File: src/sv/i2cblm_pkg.sv
// Shared types and constants for the I2C bit-level master sequencer.
// No dependencies; used by the top level, the sequencer and the result buffer.
package i2cblm_pkg;

  typedef enum logic [3:0] {
    PH_IDLE     = 4'd0,
    PH_START_A  = 4'd1,
    PH_START_B  = 4'd2,
    PH_STOP_A   = 4'd3,
    PH_STOP_B   = 4'd4,
    PH_TX_SETUP = 4'd5,
    PH_TX_HIGH  = 4'd6,
    PH_TX_LOW   = 4'd7,
    PH_RX_LOW   = 4'd8,
    PH_RX_HIGH  = 4'd9,
    PH_ACK_LOW  = 4'd10,
    PH_ACK_HIGH = 4'd11,
    PH_WA_LOW   = 4'd12,
    PH_WA_HIGH  = 4'd13,
    PH_WA_POLL  = 4'd14
  } phase_t;

  localparam logic [2:0] OP_TICK  = 3'd0;
  localparam logic [2:0] OP_START = 3'd1;
  localparam logic [2:0] OP_STOP  = 3'd2;
  localparam logic [2:0] OP_SEND  = 3'd3;
  localparam logic [2:0] OP_READ  = 3'd4;
  localparam logic [2:0] OP_WAIT  = 3'd5;

  localparam logic CFG_TICKS_PER_US = 1'b0;
  localparam logic CFG_ACK_TIMEOUT  = 1'b1;

  localparam logic [15:0] TICKS_PER_US_RST = 16'd50;
  localparam logic [7:0]  ACK_TIMEOUT_RST  = 8'd250;
  localparam logic [3:0]  BITS_PER_BYTE    = 4'd8;

  typedef struct packed {
    logic       scl_level;
    logic       sda_level;
    logic       sda_drive;
    logic       busy_res;
    logic       done_res;
    logic [7:0] rx_byte;
    logic       ack_failed;
  } res_t;

  function automatic logic [2:0] units_of(input phase_t ph);
    logic [2:0] u;
    case (ph)
      PH_START_A, PH_START_B, PH_STOP_A, PH_STOP_B: u = 3'd4;
      PH_RX_HIGH, PH_WA_LOW, PH_WA_HIGH, PH_WA_POLL: u = 3'd1;
      default: u = 3'd2;
    endcase
    return u;
  endfunction

endpackage

File: src/sv/i2c_bit_level_master_top.sv
// I2C bit-level master sequencer, top level with configuration registers.
// Depends on i2cblm_pkg, i2cblm_seq and i2cblm_out_buf.
//
// Each request is one tick of the bus timing and yields exactly one result
// with the line levels after that tick. A request is taken every clock cycle
// while in_ready is high; in_ready drops while the skid entry of the result
// buffer is full. The sequencer state advances in a single registered pass,
// and a two-entry result buffer registers each result and lets one more
// request be taken while a result waits on out_ready.
// Commands arriving while an operation runs are ignored; one delay unit is
// ticks_per_microsecond requests. Write configuration only while idle.
module i2c_bit_level_master_top (
  input  logic        clk,
  input  logic        rst_n,
  input  logic        in_valid,
  output logic        in_ready,
  input  logic [2:0]  in_operation,
  input  logic [7:0]  in_tx_byte,
  input  logic        in_give_ack,
  input  logic        in_sda_sample,
  output logic        out_valid,
  input  logic        out_ready,
  output logic        out_scl_level,
  output logic        out_sda_level,
  output logic        out_sda_drive,
  output logic        out_busy_res,
  output logic        out_done_res,
  output logic [7:0]  out_rx_byte,
  output logic        out_ack_failed,
  input  logic        cfg_valid,
  output logic        cfg_ready,
  input  logic        cfg_index,
  input  logic [15:0] cfg_data
);

  logic [15:0]      ticks_per_us_r;
  logic [7:0]       ack_timeout_r;
  logic             step;
  i2cblm_pkg::res_t seq_res;
  i2cblm_pkg::res_t out_res;

  assign cfg_ready = 1'b1;
  assign step      = in_valid && in_ready;

  always_ff @(posedge clk) begin
    if (!rst_n) begin
      ticks_per_us_r <= i2cblm_pkg::TICKS_PER_US_RST;
      ack_timeout_r  <= i2cblm_pkg::ACK_TIMEOUT_RST;
    end else if (cfg_valid) begin
      case (cfg_index)
        i2cblm_pkg::CFG_TICKS_PER_US: ticks_per_us_r <= cfg_data;
        i2cblm_pkg::CFG_ACK_TIMEOUT:  ack_timeout_r  <= cfg_data[7:0];
        default: ;
      endcase
    end
  end

  i2cblm_seq u_seq (
    .clk          (clk),
    .rst_n        (rst_n),
    .step         (step),
    .operation    (in_operation),
    .tx_byte      (in_tx_byte),
    .give_ack     (in_give_ack),
    .sda_sample   (in_sda_sample),
    .ticks_per_us (ticks_per_us_r),
    .ack_timeout  (ack_timeout_r),
    .res          (seq_res)
  );

  i2cblm_out_buf u_out_buf (
    .clk        (clk),
    .rst_n      (rst_n),
    .push       (step),
    .push_data  (seq_res),
    .push_ready (in_ready),
    .pop_valid  (out_valid),
    .pop_ready  (out_ready),
    .pop_data   (out_res)
  );

  assign out_scl_level  = out_res.scl_level;
  assign out_sda_level  = out_res.sda_level;
  assign out_sda_drive  = out_res.sda_drive;
  assign out_busy_res   = out_res.busy_res;
  assign out_done_res   = out_res.done_res;
  assign out_rx_byte    = out_res.rx_byte;
  assign out_ack_failed = out_res.ack_failed;

endmodule

File: src/sv/i2cblm_seq.sv
// Bus sequencer: phase, delay counters, shift register and line levels.
// Advances one tick per accepted request; depends on i2cblm_pkg.
module i2cblm_seq (
  input  logic                 clk,
  input  logic                 rst_n,
  input  logic                 step,
  input  logic [2:0]           operation,
  input  logic [7:0]           tx_byte,
  input  logic                 give_ack,
  input  logic                 sda_sample,
  input  logic [15:0]          ticks_per_us,
  input  logic [7:0]           ack_timeout,
  output i2cblm_pkg::res_t     res
);

  i2cblm_pkg::phase_t phase_r, phase_nxt;
  logic [3:0]  bit_index_r, bit_index_nxt;
  logic [7:0]  shift_r, shift_nxt;
  logic [15:0] delay_ticks_r, delay_ticks_nxt;
  logic [2:0]  delay_units_r, delay_units_nxt;
  logic [8:0]  poll_r, poll_nxt;
  logic        scl_r, scl_nxt;
  logic        sda_r, sda_nxt;
  logic        drv_r, drv_nxt;
  logic        ack_choice_r, ack_choice_nxt;
  logic        fail_r, fail_nxt;
  logic [7:0]  rx_hold_r, rx_hold_nxt;
  logic        enter_s, fin_s;
  logic [15:0] unit_ticks;
  logic [15:0] dt;
  logic [2:0]  du;
  logic [3:0]  bi;

  assign unit_ticks = (ticks_per_us == 16'd0) ? 16'd1 : ticks_per_us;

  // next state
  always_comb begin
    phase_nxt       = phase_r;
    bit_index_nxt   = bit_index_r;
    shift_nxt       = shift_r;
    delay_ticks_nxt = delay_ticks_r;
    delay_units_nxt = delay_units_r;
    poll_nxt        = poll_r;
    ack_choice_nxt  = ack_choice_r;
    fail_nxt        = fail_r;
    rx_hold_nxt     = rx_hold_r;
    enter_s         = 1'b0;
    fin_s           = 1'b0;
    dt              = delay_ticks_r - 16'd1;
    du              = delay_units_r - 3'd1;
    bi              = bit_index_r + 4'd1;
    if (phase_r == i2cblm_pkg::PH_IDLE) begin
      case (operation)
        i2cblm_pkg::OP_START: begin
          phase_nxt = i2cblm_pkg::PH_START_A;
          enter_s   = 1'b1;
        end
        i2cblm_pkg::OP_STOP: begin
          phase_nxt = i2cblm_pkg::PH_STOP_A;
          enter_s   = 1'b1;
        end
        i2cblm_pkg::OP_SEND: begin
          shift_nxt     = tx_byte;
          bit_index_nxt = 4'd0;
          phase_nxt     = i2cblm_pkg::PH_TX_SETUP;
          enter_s       = 1'b1;
        end
        i2cblm_pkg::OP_READ: begin
          ack_choice_nxt = give_ack;
          shift_nxt      = 8'd0;
          bit_index_nxt  = 4'd0;
          phase_nxt      = i2cblm_pkg::PH_RX_LOW;
          enter_s        = 1'b1;
        end
        i2cblm_pkg::OP_WAIT: begin
          fail_nxt  = 1'b0;
          poll_nxt  = 9'd0;
          phase_nxt = i2cblm_pkg::PH_WA_LOW;
          enter_s   = 1'b1;
        end
        default: ;
      endcase
    end else begin
      delay_ticks_nxt = dt;
      if (dt == 16'd0) begin
        delay_units_nxt = du;
        if (du != 3'd0) begin
          delay_ticks_nxt = unit_ticks;
        end else begin
          case (phase_r)
            i2cblm_pkg::PH_START_A: begin
              phase_nxt = i2cblm_pkg::PH_START_B;
              enter_s   = 1'b1;
            end
            i2cblm_pkg::PH_STOP_A: begin
              phase_nxt = i2cblm_pkg::PH_STOP_B;
              enter_s   = 1'b1;
            end
            i2cblm_pkg::PH_START_B, i2cblm_pkg::PH_STOP_B, i2cblm_pkg::PH_ACK_HIGH: begin
              fin_s = 1'b1;
            end
            i2cblm_pkg::PH_TX_SETUP: begin
              phase_nxt = i2cblm_pkg::PH_TX_HIGH;
              enter_s   = 1'b1;
            end
            i2cblm_pkg::PH_TX_HIGH: begin
              phase_nxt = i2cblm_pkg::PH_TX_LOW;
              enter_s   = 1'b1;
            end
            i2cblm_pkg::PH_TX_LOW: begin
              bit_index_nxt = bi;
              if (bi >= i2cblm_pkg::BITS_PER_BYTE) begin
                fin_s = 1'b1;
              end else begin
                shift_nxt = {shift_r[6:0], 1'b0};
                phase_nxt = i2cblm_pkg::PH_TX_SETUP;
                enter_s   = 1'b1;
              end
            end
            i2cblm_pkg::PH_RX_LOW: begin
              shift_nxt = {shift_r[6:0], sda_sample};
              phase_nxt = i2cblm_pkg::PH_RX_HIGH;
              enter_s   = 1'b1;
            end
            i2cblm_pkg::PH_RX_HIGH: begin
              bit_index_nxt = bi;
              enter_s       = 1'b1;
              if (bi < i2cblm_pkg::BITS_PER_BYTE) begin
                phase_nxt = i2cblm_pkg::PH_RX_LOW;
              end else begin
                rx_hold_nxt = shift_r;
                phase_nxt   = i2cblm_pkg::PH_ACK_LOW;
              end
            end
            i2cblm_pkg::PH_ACK_LOW: begin
              phase_nxt = i2cblm_pkg::PH_ACK_HIGH;
              enter_s   = 1'b1;
            end
            i2cblm_pkg::PH_WA_LOW: begin
              phase_nxt = i2cblm_pkg::PH_WA_HIGH;
              enter_s   = 1'b1;
            end
            i2cblm_pkg::PH_WA_HIGH, i2cblm_pkg::PH_WA_POLL: begin
              if (phase_r == i2cblm_pkg::PH_WA_POLL && poll_r > {1'b0, ack_timeout}) begin
                fail_nxt  = 1'b1;
                phase_nxt = i2cblm_pkg::PH_STOP_A;
                enter_s   = 1'b1;
              end else if (!sda_sample) begin
                fin_s = 1'b1;
              end else begin
                poll_nxt  = poll_r + 9'd1;
                phase_nxt = i2cblm_pkg::PH_WA_POLL;
                enter_s   = 1'b1;
              end
            end
            default: phase_nxt = i2cblm_pkg::PH_IDLE;
          endcase
        end
      end
    end
    if (fin_s) begin
      phase_nxt = i2cblm_pkg::PH_IDLE;
    end
    if (enter_s) begin
      delay_ticks_nxt = unit_ticks;
      delay_units_nxt = i2cblm_pkg::units_of(phase_nxt);
    end
  end

  // line levels
  always_comb begin
    scl_nxt = scl_r;
    sda_nxt = sda_r;
    drv_nxt = drv_r;
    if (enter_s) begin
      case (phase_nxt)
        i2cblm_pkg::PH_START_A: begin
          scl_nxt = 1'b1; sda_nxt = 1'b1; drv_nxt = 1'b1;
        end
        i2cblm_pkg::PH_START_B: begin
          scl_nxt = 1'b1; sda_nxt = 1'b0; drv_nxt = 1'b1;
        end
        i2cblm_pkg::PH_STOP_A: begin
          scl_nxt = 1'b0; sda_nxt = 1'b0; drv_nxt = 1'b1;
        end
        i2cblm_pkg::PH_STOP_B: begin
          scl_nxt = 1'b1; sda_nxt = 1'b1; drv_nxt = 1'b1;
        end
        i2cblm_pkg::PH_TX_SETUP: begin
          scl_nxt = 1'b0; sda_nxt = shift_nxt[7]; drv_nxt = 1'b1;
        end
        i2cblm_pkg::PH_TX_HIGH, i2cblm_pkg::PH_ACK_HIGH: begin
          scl_nxt = 1'b1; drv_nxt = 1'b1;
        end
        i2cblm_pkg::PH_TX_LOW: begin
          scl_nxt = 1'b0; drv_nxt = 1'b1;
        end
        i2cblm_pkg::PH_RX_LOW: begin
          scl_nxt = 1'b0; drv_nxt = 1'b0;
        end
        i2cblm_pkg::PH_RX_HIGH: begin
          scl_nxt = 1'b1; drv_nxt = 1'b0;
        end
        i2cblm_pkg::PH_ACK_LOW: begin
          scl_nxt = 1'b0; sda_nxt = !ack_choice_nxt; drv_nxt = 1'b1;
        end
        i2cblm_pkg::PH_WA_LOW: begin
          scl_nxt = 1'b0; sda_nxt = 1'b1; drv_nxt = 1'b0;
        end
        i2cblm_pkg::PH_WA_HIGH: begin
          scl_nxt = 1'b1; sda_nxt = 1'b1; drv_nxt = 1'b0;
        end
        default: ;
      endcase
    end else if (fin_s && phase_r != i2cblm_pkg::PH_STOP_B
                 && phase_r != i2cblm_pkg::PH_TX_LOW) begin
      scl_nxt = 1'b0;
    end
  end

  always_ff @(posedge clk) begin
    if (!rst_n) begin
      phase_r       <= i2cblm_pkg::PH_IDLE;
      bit_index_r   <= 4'd0;
      shift_r       <= 8'd0;
      delay_ticks_r <= 16'd0;
      delay_units_r <= 3'd0;
      poll_r        <= 9'd0;
      scl_r         <= 1'b1;
      sda_r         <= 1'b1;
      drv_r         <= 1'b0;
      ack_choice_r  <= 1'b0;
      fail_r        <= 1'b0;
      rx_hold_r     <= 8'd0;
    end else if (step) begin
      phase_r       <= phase_nxt;
      bit_index_r   <= bit_index_nxt;
      shift_r       <= shift_nxt;
      delay_ticks_r <= delay_ticks_nxt;
      delay_units_r <= delay_units_nxt;
      poll_r        <= poll_nxt;
      scl_r         <= scl_nxt;
      sda_r         <= sda_nxt;
      drv_r         <= drv_nxt;
      ack_choice_r  <= ack_choice_nxt;
      fail_r        <= fail_nxt;
      rx_hold_r     <= rx_hold_nxt;
    end
  end

  always_comb begin
    res.scl_level  = scl_nxt;
    res.sda_level  = sda_nxt;
    res.sda_drive  = drv_nxt;
    res.busy_res   = phase_nxt != i2cblm_pkg::PH_IDLE;
    res.done_res   = fin_s;
    res.rx_byte    = rx_hold_nxt;
    res.ack_failed = fail_nxt;
  end

endmodule

File: src/sv/i2cblm_out_buf.sv
// Result register with a skid entry; the request side waits on out_ready only when the skid entry is full.
// Depends on i2cblm_pkg for the result struct.
module i2cblm_out_buf (
  input  logic             clk,
  input  logic             rst_n,
  input  logic             push,
  input  i2cblm_pkg::res_t push_data,
  output logic             push_ready,
  output logic             pop_valid,
  input  logic             pop_ready,
  output i2cblm_pkg::res_t pop_data
);

  logic             main_v_r, main_v_nxt;
  logic             skid_v_r, skid_v_nxt;
  i2cblm_pkg::res_t main_d_r, main_d_nxt;
  i2cblm_pkg::res_t skid_d_r, skid_d_nxt;

  always_comb begin
    main_v_nxt = main_v_r;
    main_d_nxt = main_d_r;
    skid_v_nxt = skid_v_r;
    skid_d_nxt = skid_d_r;
    if (!main_v_r || pop_ready) begin
      if (skid_v_r) begin
        main_v_nxt = 1'b1;
        main_d_nxt = skid_d_r;
        skid_v_nxt = 1'b0;
      end else begin
        main_v_nxt = push;
        main_d_nxt = push_data;
      end
    end else if (push) begin
      skid_v_nxt = 1'b1;
      skid_d_nxt = push_data;
    end
  end

  always_ff @(posedge clk) begin
    if (!rst_n) begin
      main_v_r <= 1'b0;
      skid_v_r <= 1'b0;
    end else begin
      main_v_r <= main_v_nxt;
      skid_v_r <= skid_v_nxt;
    end
    main_d_r <= main_d_nxt;
    skid_d_r <= skid_d_nxt;
  end

  assign push_ready = !skid_v_r;
  assign pop_valid  = main_v_r;
  assign pop_data   = main_d_r;

endmodule

File: config.mk
export PLATFORM = sky130hd
export DESIGN_NAME = i2c_bit_level_master_top
export DESIGN_NICKNAME = d
export VERILOG_FILES = /design/src/sv/i2cblm_pkg.sv /design/src/sv/i2c_bit_level_master_top.sv /design/src/sv/i2cblm_seq.sv /design/src/sv/i2cblm_out_buf.sv
export SDC_FILE = /design/constraint.sdc
export NUM_CORES = 1
export LEC_CHECK = 0
export BUFFER_PORTS_ARGS = -buffer_cell sky130_fd_sc_hd__buf_2
export CORE_AREA = 2 2 98 170
export CTS_CLUSTER_DIAMETER = 100
export DETAILED_ROUTE_END_ITERATION = 6
export DIE_AREA = 0 0 100 172
export PLACE_DENSITY = 0.66
export SLEW_MARGIN = 15
export SYNTH_ARGS = -nofsm -noshare
export SYNTH_HDL_FRONTEND = slang
export SYNTH_SLANG_ARGS = --single-unit
File: constraint.sdc
create_clock -name clk -period 3.8 [get_ports clk]
set_clock_uncertainty 0.05 [all_clocks]
set_input_delay 0.19 -clock clk [delete_from_list [all_inputs] [get_ports clk]]
set_output_delay 0.19 -clock clk [all_outputs]
set_load 0.005 [all_outputs]
---- Word level (Yosys, flattened, before mapping) ----
Memory sizes are Yosys's and may differ from the RTL's.
Index checks and enable logic that the tools add are counted.
storage, ports and cells
  bits in latches ......................... 0
  memories ................................ 1
  bits in read-only memories .............. 48
  RAM bits ................................ 0
  bits of input ports ..................... 35
  word-level logic and storage cells ...... 196
  output and inout port bits .............. 17
  register bits after elaboration ......... 111
cells by class
  reductions and logical operators ........ 40
  mux-type cells .......................... 73
  div/mod/pow operators ................... 0
  add/subtract/negate cells ............... 4
  bitwise gates (word level) .............. 3
  equal/unequal tests ..................... 41
  shift-type cells ........................ 0
  order comparisons ....................... 3
  $mul .................................... 0
memory list
  name              depth  bits a word  read ports  clocked after Yosys merged registers in  wr ports  line              RTL
  (name not given)  16     3            1           0                                        0         i2cblm_pkg.sv:49  case (ph)
operators with widths
  kind                                                   number
  two-way mux 16 bit                                     5
  two-way mux 8 bit                                      9
  two-way mux 9 bit                                      7
  == test 4 bit, second input constant                   13
  two-way mux 4 bit                                      12
  one-hot mux 4 bit (11 select lines)                    1
  == test 4 x 3 -> 1 bit, second input constant          8
  logical NOT 16 bit                                     2
  one-hot mux 8 bit (2 select lines)                     2
  two-way mux 1 bit                                      26
  one-hot mux 4 bit (5 select lines)                     1
  == test 4 x 2 -> 1 bit, second input constant          4
  subtractor 16 x 1 -> 16 bit, second input constant     1
  two-way mux 14 bit                                     1
  nonzero test 2 bit                                     5
  OR reduction 2 bit                                     5
  adder 9 x 1 -> 9 bit, second input constant            1
  greater-than comparator 9 x 8 -> 1 bit                 1
  two-way mux 3 bit                                      3
  OR reduction 9 bit                                     1
  == test 4 x 1 -> 1 bit, second input constant          2
  inequality test 4 x 3 -> 1 bit, second input constant  2
  AND reduction 2 bit                                    4
  OR reduction 4 bit                                     2
  31 further kinds                                       46

---- Logic depth before layout (Yosys ltp) ----
Gate-level depths: netlist of the first run.
  word-level depth ........................ 13
  gate-level depth with buffers ........... 15
  mapped depth without buffers ............ 12

---- Modules after synthesis ----
A second synthesis of the first run with hierarchy kept.
second synthesis, totals
  cell total of the unflattened synthesis .. 761
  area, all modules ....................... 6572.6 µm²
by module, submodules not included
  module                    times used  area each (µm²)  cells an instance
  i2cblm_seq                1           4418.0           599
  i2cblm_out_buf            1           1138.6           53
  i2c_bit_level_master_top  1           1016.0           109

---- Worst setup path before layout of the first run ----
No wires, ideal clock.
  kind .................................... register -> register
  start ................................... reg u_seq.delay_ticks_r[0]
  end ..................................... reg u_out_buf.main_d_r (netlist bit u_out_buf.pop_data[10]), data pin
  cell stages (with the launch flop) ...... 14
  period minus slack after synthesis ...... 3.503 ns
  data arrival time ....................... 3.193 ns
  setup time .............................. 0.260 ns
  path slack .............................. 0.297 ns
  cells stage by stage .................... dfxtp_1 -> inv_1 -> ha_1 -> buf_2 -> or4b_1 -> nor3_1 -> o21a_2 -> o22ai_4 -> or3_1 -> buf_6 -> a21oi_2 -> nand2_1 -> or4_1 -> mux2_2
RTL lines
  item                      line                  RTL
  start: declaration        i2cblm_seq.sv:19      logic [15:0] delay_ticks_r, delay_ticks_nxt;
  start signal: assignment  i2cblm_seq.sv:239     delay_ticks_r <= delay_ticks_nxt;
  end signal: assignment    i2cblm_out_buf.sv:47  main_d_r <= main_d_nxt;
  end: declaration          i2cblm_out_buf.sv:16  i2cblm_pkg::res_t main_d_r, main_d_nxt;

==> results of run 1 <==
critical path, cell delays in order (launching register included):
cell,delay [ns]
dfxtp_1,0.36
inv_1,0.09
ha_2,0.28
or4b_4,0.51
nor3b_2,0.17
o21a_2,0.16
o22ai_4,0.11
or3_1,0.49
o22a_4,0.27
or4_1,0.58
mux2_2,0.29
cell usage after synthesis, drive strengths merged, types with 4 or more instances:
master and count:
mux2i 7, or4 7, nor2 95, o31ai 6, xnor2 6, clkbuf 32, and2 5, or3 7
a22oi 8, nor2b 10, a21oi 59, o22ai 11, xor2 6, a31oi 14, o21a 8, nor3 26
o21ai 31, dfxtp 83, nand4 6, inv 25, o211ai 14, edfxtp 28, nor4 13, a211oi 18
mux2 20, nand2 84, nand2b 13, nand3 15, ha 14, and3 4, buf 10
final timing paths:
kind,start,to,cells after the start,slack [ns]
max,u_seq.delay_ticks_r[0]$_SDFFE_PN0P_,u_out_buf.pop_data[10]$_DFFE_PP_,10,0.18
min,cfg_data[11],ticks_per_us_r[11]$_SDFFE_PN0P_,3,0.009
max reg2reg,u_seq.delay_ticks_r[0]$_SDFFE_PN0P_,u_out_buf.pop_data[10]$_DFFE_PP_,10,0.18
min reg2reg,ack_timeout_r[0]$_SDFFE_PN0P_,ack_timeout_r[0]$_SDFFE_PN0P_,2,0.42
flip-flops by register name (all words and copies together), names as in the netlist, 8 cells and up:
register,flops
u_seq.rx_hold_r,8
u_seq.poll_r,9
ack_timeout_r,8
u_seq.shift_r,8
u_out_buf.skid_d_r,14
u_out_buf.pop_data,14
u_seq.delay_ticks_r,16
ticks_per_us_r,16
cell families (layout without fill, tap and decap cells):
group,after synthesis,after routing
AO/OA/AOI/OAI,199,199
XOR/XNOR,12,12
adder cells (fa/ha/maj),14,14
buffers and inverters,68,131
flip-flops,111,111
multiplexers,27,27
other,1,1
AND/OR/NAND/NOR,302,302
routing by layer:
metal	vias to the layer above	track usage
li1	2793	-
met1	2648	0.218
met2	165	0.384
met3	55	0.0307
met4	0	0.115
met5	-	0
placed cells by master, fill, tap and decap left out, types with 4 or more instances in the layout:
cell type,count
a211oi_1,18
a21oi_1,58
a22oi_1,8
a31oi_1,14
and2_1,4
and3_1,4
buf_2,50
buf_4,37
clkbuf_16,9
dfxtp_1,83
edfxtp_1,28
ha_1,13
inv_1,24
mux2_2,20
mux2i_1,7
nand2_1,84
nand2b_1,13
nand3_1,15
nand4_1,6
nor2_1,93
nor2b_1,9
nor3_1,25
nor4_1,8
nor4_2,4
o211ai_1,14
o21a_1,7
o21ai_0,25
o21ai_1,4
o22ai_1,10
o31ai_1,5
or3_1,6
or4_1,6
xnor2_1,6
xor2_1,6
metrics by stage:
stage / util / total power [W]
3_3_place_gp: 0.431 / 0.00223
6_report: 0.453 / 0.00321
5_1_grt: 0.453 / 0.00338
2_1_floorplan: - / 0.00198
3_5_place_dp: 0.431 / 0.00223
4_1_cts: 0.451 / 0.00323
power by group through the flow:
stage / clock network, W / logic (W) / registers [W]
finish: 0.000992 / 0.000826 / 0.00139
global route: 0.00106 / 0.000915 / 0.00140
detailed placement: 0 / 0.000816 / 0.00142
global placement: 0 / 0.000808 / 0.00142
floorplan: 0 / 0.000601 / 0.00138
CTS: 0.00102 / 0.000820 / 0.00139
layout make-up:
cell class	count	area share
Multi-Input combinational cell	555	0.482
Inverter	26	0.0136
Tap cell	189	0.0329
Sequential cell	111	0.348
Clock buffer	9	0.0313
Timing Repair Buffer	89	0.0791
Clock inverter	7	0.0124
==> impl_metrics.tcl, run 1 <==
set metrics [dict create \
    post_cts_buffers 0 \
    endpoint_kind "register" \
    grt_pass1_vias 5507 \
    setup_ws_ns 0.183 \
    ys_types 79 \
    highest-signal-layer "met4" \
    power_frac_clock 0.309 \
    power.share.sequential 0.434 \
    overflow 0 \
    synth-simple-area-share 0.243 \
    final.period_utilization 0.952 \
    routedWlPerCell_um 17.4 \
    core_sq_um 15900 \
    slew_violations 0 \
    cts_sinks 111 \
    die_y_um 172 \
    outcome "completed" \
    fmax_ghz 0.276 \
    synth-adder-area-share 0.0282 \
    post-place-ws_ns 0.128 \
    cts_buffers 9 \
    clock_path_buffers 2 \
    die_w_um 100 \
    syn-num-nets 783 \
    io_buffers 50 \
    synth-xor-area-share 0.0169 \
    setup.worst_path.class "register to register" \
    fin_area_sq_um 7180 \
    nets 841 \
    hold_ws_ns 0.00861 \
    seqCellArea_sq_um 2500 \
    worst_pin_slew_ns 0.664 \
    cts_resized 0 \
    initial_utilization 0.392 \
    syn_area_per_cell_sq_um 8.47 \
    root_buffer "clkbuf_16" \
    power_density_nw_per_um2 447 \
    slew_headroom 0.555 \
    synthTopCellsByArea "dfxtp_1 (27%), edfxtp_1 (14%), nor2_1 (5.6%)" \
    finalWeightedCongestion 0.915 \
    p_comb_frac 0.257 \
    synthToLayoutAreaGrowth_pct 15.5 \
    first_iter_violations 210 \
    routedLengthMet1_um 6480 \
    grtUsageTotal 0.206 \
    grt_pass1_wl_um 27900 \
    internal-power_w 0.00212 \
    crit_required_ns 3.87 \
    path_clk_slew_ns 0.08 \
    syn_inst 734 \
    syn_area_sq_um 6220 \
    rows 61 \
    hold_class "input port to register" \
    maxCapViolCount 0 \
    tns_ns 0 \
    post_drt_via_cell_ratio 5.74 \
    async_reset_ff_frac 0 \
    irDropWorstVdd_mv 0.261 \
    clk-insertion-delay-late_ns 0.37 \
    fillerInstances 1594 \
    synth-seq-cells 111 \
    vias 5661 \
    path_max_fanout 10 \
    hold_viol_final 0 \
    synthFlopType "dfxtp_1" \
    wl_um 17100 \
    cts_tree "yes" \
    synth_compound_area_frac 0.215 \
    dp.cells 970 \
    setup_viol 0 \
    min_period_ns 3.62 \
    ant_nets 0 \
    antenna_found_initial 0 \
    ctsHoldBuffers 0 \
    antenna_cells 0 \
    grt_max_degree 39 \
    synth_edf_count 28 \
    rsz0062_at_grt "false" \
    first_pass_iters 5 \
    start_kind "register" \
    drt_drc_violations_left 0 \
    p_leak_nw 2.82 \
    die_area_sq_um 17200 \
    dp_hpwl_um 12900 \
    ys_seq_area_frac 0.402 \
    routed-wl-met3_um 608 \
    fin_cells 986 \
    multi_input_area_sq_um 3470 \
    htree_levels 3 \
    dr_wl_met2_um 9170 \
    synth_top_family_by_area "simple AND/OR/NAND/NOR gates" \
    synthMuxAreaShare 0.0475 \
    p_sw_frac 0.338 \
    synth_top_area_frac 0.267 \
    drive_above_1_share 0.196 \
    power.switching_w 0.00109 \
    io_pins 52 \
    dpl_cell_area_sq_um 6840 \
    synth-warning-count 0 \
    synth_top_cell_by_area "dfxtp_1" \
    arrival_ns 3.69 \
]
(Power assumes the default switching activity.)
==> run 2, diff against run 1 <==
--- a/config.mk
+++ b/config.mk
@@ -5,7 +5,7 @@
 export SDC_FILE = /design/constraint.sdc
 export NUM_CORES = 1
 export LEC_CHECK = 0
-export BUFFER_PORTS_ARGS = -buffer_cell sky130_fd_sc_hd__buf_2
+export BUFFER_PORTS_ARGS = -buffer_cell sky130_fd_sc_hd__clkbuf_2
 export CORE_AREA = 2 2 98 170
 export CTS_CLUSTER_DIAMETER = 100
 export DETAILED_ROUTE_END_ITERATION = 6
==> constraint.sdc (replaced) <==
create_clock -name clk -period 3.8 [get_ports clk]
set_clock_uncertainty 0.05 [all_clocks]
set_input_delay 0.19 -clock clk [delete_from_list [all_inputs] [get_ports clk]]
set_output_delay 0.19 -clock clk [all_outputs]
set_load 0.01 [all_outputs]
==> impl_metrics.tcl, run 2 (synthesized netlist as in run 1, its figures left out) <==
set metrics [dict create \
    outcome "completed" \
    dp_hpwl_um 12600 \
    ant_nets 0 \
    min_period_ns 3.60 \
    mostFrequentLayoutCells "nor2_1 (93), nand2_1 (84), dfxtp_1 (83), a21oi_1 (58), clkbuf_2 (50)" \
    core_sq_um 15900 \
    startpoint "u_seq.delay_ticks_r[0]$_SDFFE_PN0P_" \
    vias 5663 \
    drt_drc_violations_left 0 \
    path_clk_slew_ns 0.08 \
    rr_startpoint "u_seq.delay_ticks_r[0]$_SDFFE_PN0P_" \
    cts_sinks 111 \
    antenna_cells 0 \
    r2r-end "u_out_buf.pop_data[10]$_DFFE_PP_" \
    die_w_um 100 \
    antenna_found_initial 0 \
    slowest_delay_ns 0.56 \
    arrival_ns 3.67 \
    start_kind "register" \
    crit_cells 10 \
    slew_headroom 0.541 \
    slowest_stage "or4_1" \
    rows 61 \
    highest-signal-layer "met4" \
    root_buffer "clkbuf_16" \
    first_iter_violations 271 \
    grt_pass1_wl_um 27600 \
    irDropWorstVdd_mv 0.227 \
    grt_max_degree 46 \
    grtUsageTotal 0.203 \
    path_cells "inv_1 -> ha_2 -> or4b_4 -> nor3b_2 -> o21a_2 -> o22ai_4 -> or3_4 -> o22a_4 -> or4_1 -> mux2_2" \
    fillerInstances 1607 \
    nets 843 \
    cts_tree "yes" \
    layout_commonest_cell "nor2_1" \
    post_drt_via_cell_ratio 5.73 \
    die_area_sq_um 17200 \
    clock_path_buffers 2 \
    r2r_setup_slack_ns 0.20 \
    cts_buffers 9 \
    endpoint "u_out_buf.pop_data[10]$_DFFE_PP_" \
    post_cts_buffers 0 \
    wl_um 17100 \
    finalWeightedCongestion 0.944 \
    routedLengthMet1_um 6710 \
    rsz0062_at_grt "false" \
    reg2reg_depth 10 \
    setup_viol 0 \
    die_y_um 172 \
    initial_utilization 0.392 \
    final_util 0.455 \
    endpoint_kind "register" \
    drive_above_1_share 0.196 \
    cpLargestDelayFamily "simple AND/OR/NAND/NOR gates" \
    maxCapViolCount 0 \
    slew_violations 0 \
    tns_ns 0 \
    reg_top3 "ticks_per_us_r: 16 flops, u_seq.delay_ticks_r: 16 flops" \
    grt_pass1_vias 5471 \
    synthToLayoutAreaGrowth_pct 16.1 \
    clk-insertion-delay-late_ns 0.36 \
    first_pass_iters 5 \
    htree_levels 3 \
    routed-wl-met3_um 603 \
    crit_required_ns 3.87 \
    io_pins 52 \
    dr_wl_met2_um 9080 \
    hold_class "input port to register" \
    fmax_ghz 0.278 \
    hold_viol_final 0 \
    worst-path-buf-inv 1 \
    io_buffers 50 \
    path_max_fanout 10 \
    worst_pin_slew_ns 0.686 \
    setup.worst_path.class "register to register" \
    power_density_nw_per_um2 445 \
    p_leak_nw 2.84 \
    overflow 0 \
    final.period_utilization 0.947 \
    routedWlPerCell_um 17.3 \
]
## run 2: cell types whose count changed in the layout (fill, tap and decap cells not counted), moves of 2 or more
cell           delta
buf_2            -50
buf_4             -2
clkbuf_2         +50
clkinv_4          +2
dlygate4sd3_1     +4
## run 2: per-layer routing
metal  global-route usage  vias to the layer above
li1                     -                     2792
met1                0.223                     2679
met2                0.383                      152
met3               0.0271                       40
met4               0.0917                        0
met5                    0                        -
## run 2: how the worst min path moves through the flow
stage,start,to,slack [ns],cells past startpoint
floorplan,cfg_data[1],ticks_per_us_r[1]$_SDFFE_PN1P_,0.26,2
global placement,cfg_data[8],ticks_per_us_r[8]$_SDFFE_PN0P_,0.37,3
detailed placement,cfg_data[12],ticks_per_us_r[12]$_SDFFE_PN0P_,0.37,3
CTS,cfg_data[11],ticks_per_us_r[11]$_SDFFE_PN0P_,0.004,3
global route,cfg_data[11],ticks_per_us_r[11]$_SDFFE_PN0P_,0.01,3
finish,cfg_data[8],ticks_per_us_r[8]$_SDFFE_PN0P_,0.01,3
## run 2: cell type report
cell class / instances / area [sq um] / area share
timing repair buffer: 91 / 593 / 0.0821
clock buffer: 9 / 225 / 0.0312
sequential: 111 / 2500 / 0.347
clock inverter: 7 / 86.3 / 0.0120
inverter: 26 / 97.6 / 0.0135
multi-input combinational: 555 / 3480 / 0.482
tap: 189 / 236 / 0.0327
## run 2: metrics by stage
stage | cells | hold slack (ns) | cell area (sq um) | setup WS, ns | total power (W)
floorplan | 734 | 0.264 | 6220 | 0.297 | 0.00199
global placement | 968 | 0.372 | 6820 | 0.138 | 0.00224
detailed placement | 968 | 0.370 | 6820 | 0.0825 | 0.00224
CTS | 988 | 0.00377 | 7170 | 0.0422 | 0.00322
global route | 988 | 0.0120 | 7220 | 0.00459 | 0.00338
finish | 988 | 0.0103 | 7220 | 0.201 | 0.00321
## run 2: timing repair
item	CTS	global route
hold buffers	4	0
hold endpoints to repair	4	0
gates resized for setup	0	8
endpoints found under the setup margin	0	11
## run 2: report_power, final
group	internal, W	total, W	switching, W
registers	0.00130	0.00139	0.0000882
clock network	0.000473	0.000980	0.000508
logic	0.000349	0.000843	0.000494
## run 2: worst reg2reg max path, stage by stage, from the launching register on
cell and delay [ns]:
dfxtp_1 0.35, inv_1 0.09, ha_2 0.28, or4b_4 0.51, nor3b_2 0.20, o21a_2 0.17
o22ai_4 0.12, or3_4 0.48, o22a_4 0.26, or4_1 0.57, mux2_2 0.28
==> run 3, diff against run 2 <==
--- a/config.mk
+++ b/config.mk
@@ -10,7 +10,7 @@
 export CTS_CLUSTER_DIAMETER = 100
 export DETAILED_ROUTE_END_ITERATION = 6
 export DIE_AREA = 0 0 100 172
-export PLACE_DENSITY = 0.66
+export PLACE_DENSITY = 0.56
 export SLEW_MARGIN = 15
 export SYNTH_ARGS = -nofsm -noshare
 export SYNTH_HDL_FRONTEND = slang
==> impl_metrics.tcl, run 3 (synthesized netlist as in run 1, its figures left out) <==
set metrics [dict create \
    hold_start "cfg_data[14]" \
    seqCellArea_sq_um 2500 \
    root_buffer "clkbuf_16" \
    grtUsageTotal 0.222 \
    drive_above_1_share 0.205 \
    fin_cells 992 \
    setup.worst_path.class "register to register" \
    hold_end "ticks_per_us_r[14]$_SDFFE_PN0P_" \
    min_period_ns 3.59 \
    core_sq_um 15900 \
    layout_commonest_cell "nor2_1" \
    hold_viol_final 0 \
    reg2reg_depth 13 \
    endpoint_kind "register" \
    arrival_ns 3.65 \
    r2r-end "u_out_buf.pop_data[11]$_DFFE_PP_" \
    grt_pass1_vias 5783 \
    outcome "completed" \
    initial_utilization 0.392 \
    tns_ns 0 \
    maxCapViolCount 0 \
    die_y_um 172 \
    ant_nets 0 \
    reg_top3 "ticks_per_us_r: 16 flops, u_seq.delay_ticks_r: 16 flops" \
    r2r_setup_slack_ns 0.21 \
    slew_headroom 0.285 \
    nets 847 \
    mostFrequentLayoutCells "nor2_1 (93), nand2_1 (84), dfxtp_1 (83), a21oi_1 (58), clkbuf_2 (50)" \
    crit_required_ns 3.86 \
    vias 5718 \
    clock_path_buffers 2 \
    multi_input_area_sq_um 3500 \
    path_max_fanout 10 \
    clk-insertion-delay-late_ns 0.36 \
    cts_sinks 111 \
    htree_levels 3 \
    post_drt_via_cell_ratio 5.76 \
    first_pass_iters 4 \
    rr_startpoint "u_seq.delay_ticks_r[1]$_SDFFE_PN0P_" \
    power_density_nw_per_um2 447 \
    drt_drc_violations_left 0 \
    die_w_um 100 \
    grt_max_degree 57 \
    antenna_cells 0 \
    cts_tree "yes" \
    irDropWorstVdd_mv 0.232 \
    antenna_found_initial 0 \
    rsz0062_at_grt "true" \
    setup_viol 0 \
    io_pins 52 \
    start_kind "register" \
    hold_class "input port to register" \
    cts_buffers 9 \
    routedWlPerCell_um 18.7 \
    fillerInstances 1582 \
    path_clk_slew_ns 0.08 \
    grt_pass1_wl_um 29800 \
    overflow 0 \
    fmax_ghz 0.278 \
    synthToLayoutAreaGrowth_pct 16.3 \
    dp_hpwl_um 13900 \
    min_path_cells 3 \
    io_buffers 50 \
    wl_um 18600 \
    final_util 0.455 \
    worst_pin_slew_ns 1.07 \
    slew_violations 0 \
    final.period_utilization 0.945 \
    first_iter_violations 265 \
    p_leak_nw 2.84 \
    finalWeightedCongestion 0.972 \
    rows 61 \
    dp.cells 972 \
    die_area_sq_um 17200 \
]
[run 3: cell types whose count changed in the layout (fill, tap and decap cells not counted), sizes merged]
cell	previous run	this run
buf	37	42
dlygate4sd3	4	3
clkinvlp	0	1
inv	26	27
clkinv	7	5
[run 3: through the flow]
stage	worst slack (ns)	instance area [sq um]	power, W	hold WS (ns)
after floorplan	0.297	6220	0.00199	0.264
after CTS	0.0356	7160	0.00324	0.00261
final	0.208	7230	0.00323	0.00492
after detailed placement	0.0704	6840	0.00227	0.375
after global placement	0.121	6840	0.00227	0.366
after global routing	-0.00164	7230	0.00340	0.00764
[run 3: final cells by class]
cell class | count | area share
well taps | 189 | 0.0327
inverters | 26 | 0.0135
flip-flops and latches | 111 | 0.346
multi-input cells | 555 | 0.483
clock buffers | 9 | 0.0311
clock inverters | 7 | 0.00900
repair buffers | 95 | 0.0841
[run 3: timing repair]
item	4_1_cts	5_1_grt
resized for setup	0	12
endpoints found under the hold margin	3	0
hold buffers	3	0
endpoints found under the setup margin	0	21
setup buffers	0	1
[run 3: worst max path at each step]
stage / startpoint / to / slack (ns)
2_1_floorplan: u_seq.delay_ticks_r[0]$_SDFFE_PN0P_ / u_out_buf.pop_data[10]$_DFFE_PP_ / 0.30
6_report: u_seq.delay_ticks_r[1]$_SDFFE_PN0P_ / u_out_buf.pop_data[11]$_DFFE_PP_ / 0.21
4_1_cts: u_seq.delay_ticks_r[1]$_SDFFE_PN0P_ / u_out_buf.pop_data[11]$_DFFE_PP_ / 0.04
5_1_grt: u_seq.delay_ticks_r[1]$_SDFFE_PN0P_ / u_out_buf.pop_data[12]$_DFFE_PP_ / -0.002
3_5_place_dp: u_seq.delay_ticks_r[1]$_SDFFE_PN0P_ / u_out_buf.pop_data[11]$_DFFE_PP_ / 0.07
3_3_place_gp: u_seq.delay_ticks_r[1]$_SDFFE_PN0P_ / u_out_buf.pop_data[11]$_DFFE_PP_ / 0.12
[run 3: metal layers]
layer,share of wire,vias up,track usage,routed length (um)
met1,0.37,2748,0.227,6830
met5,0,-,0,0
met2,0.57,143,0.446,10700
met3,0.035,27,0.0356,653
li1,-,2800,-,-
met4,0.022,0,0.0768,414
[run 3: report_power, final]
group	leakage [nW]	internal (W)	switching (W)
Sequential	0.960	0.00130	0.0000905
Combinational	1.74	0.000364	0.000518
Clock	0.140	0.000461	0.000494
Total	2.84	0.00213	0.00110
[run 3: worst max-delay path, cell delays in order (launching register included)]
cell and delay [ns]:
dfxtp_1 0.34, inv_1 0.09, ha_2 0.29, or4b_4 0.53, nor3b_2 0.17, o21a_2 0.16, o22ai_4 0.11, or3_4 0.46
a21o_1 0.22, buf_4 0.14, nor2_2 0.19, a31oi_1 0.13, and2_1 0.19, mux2_2 0.26
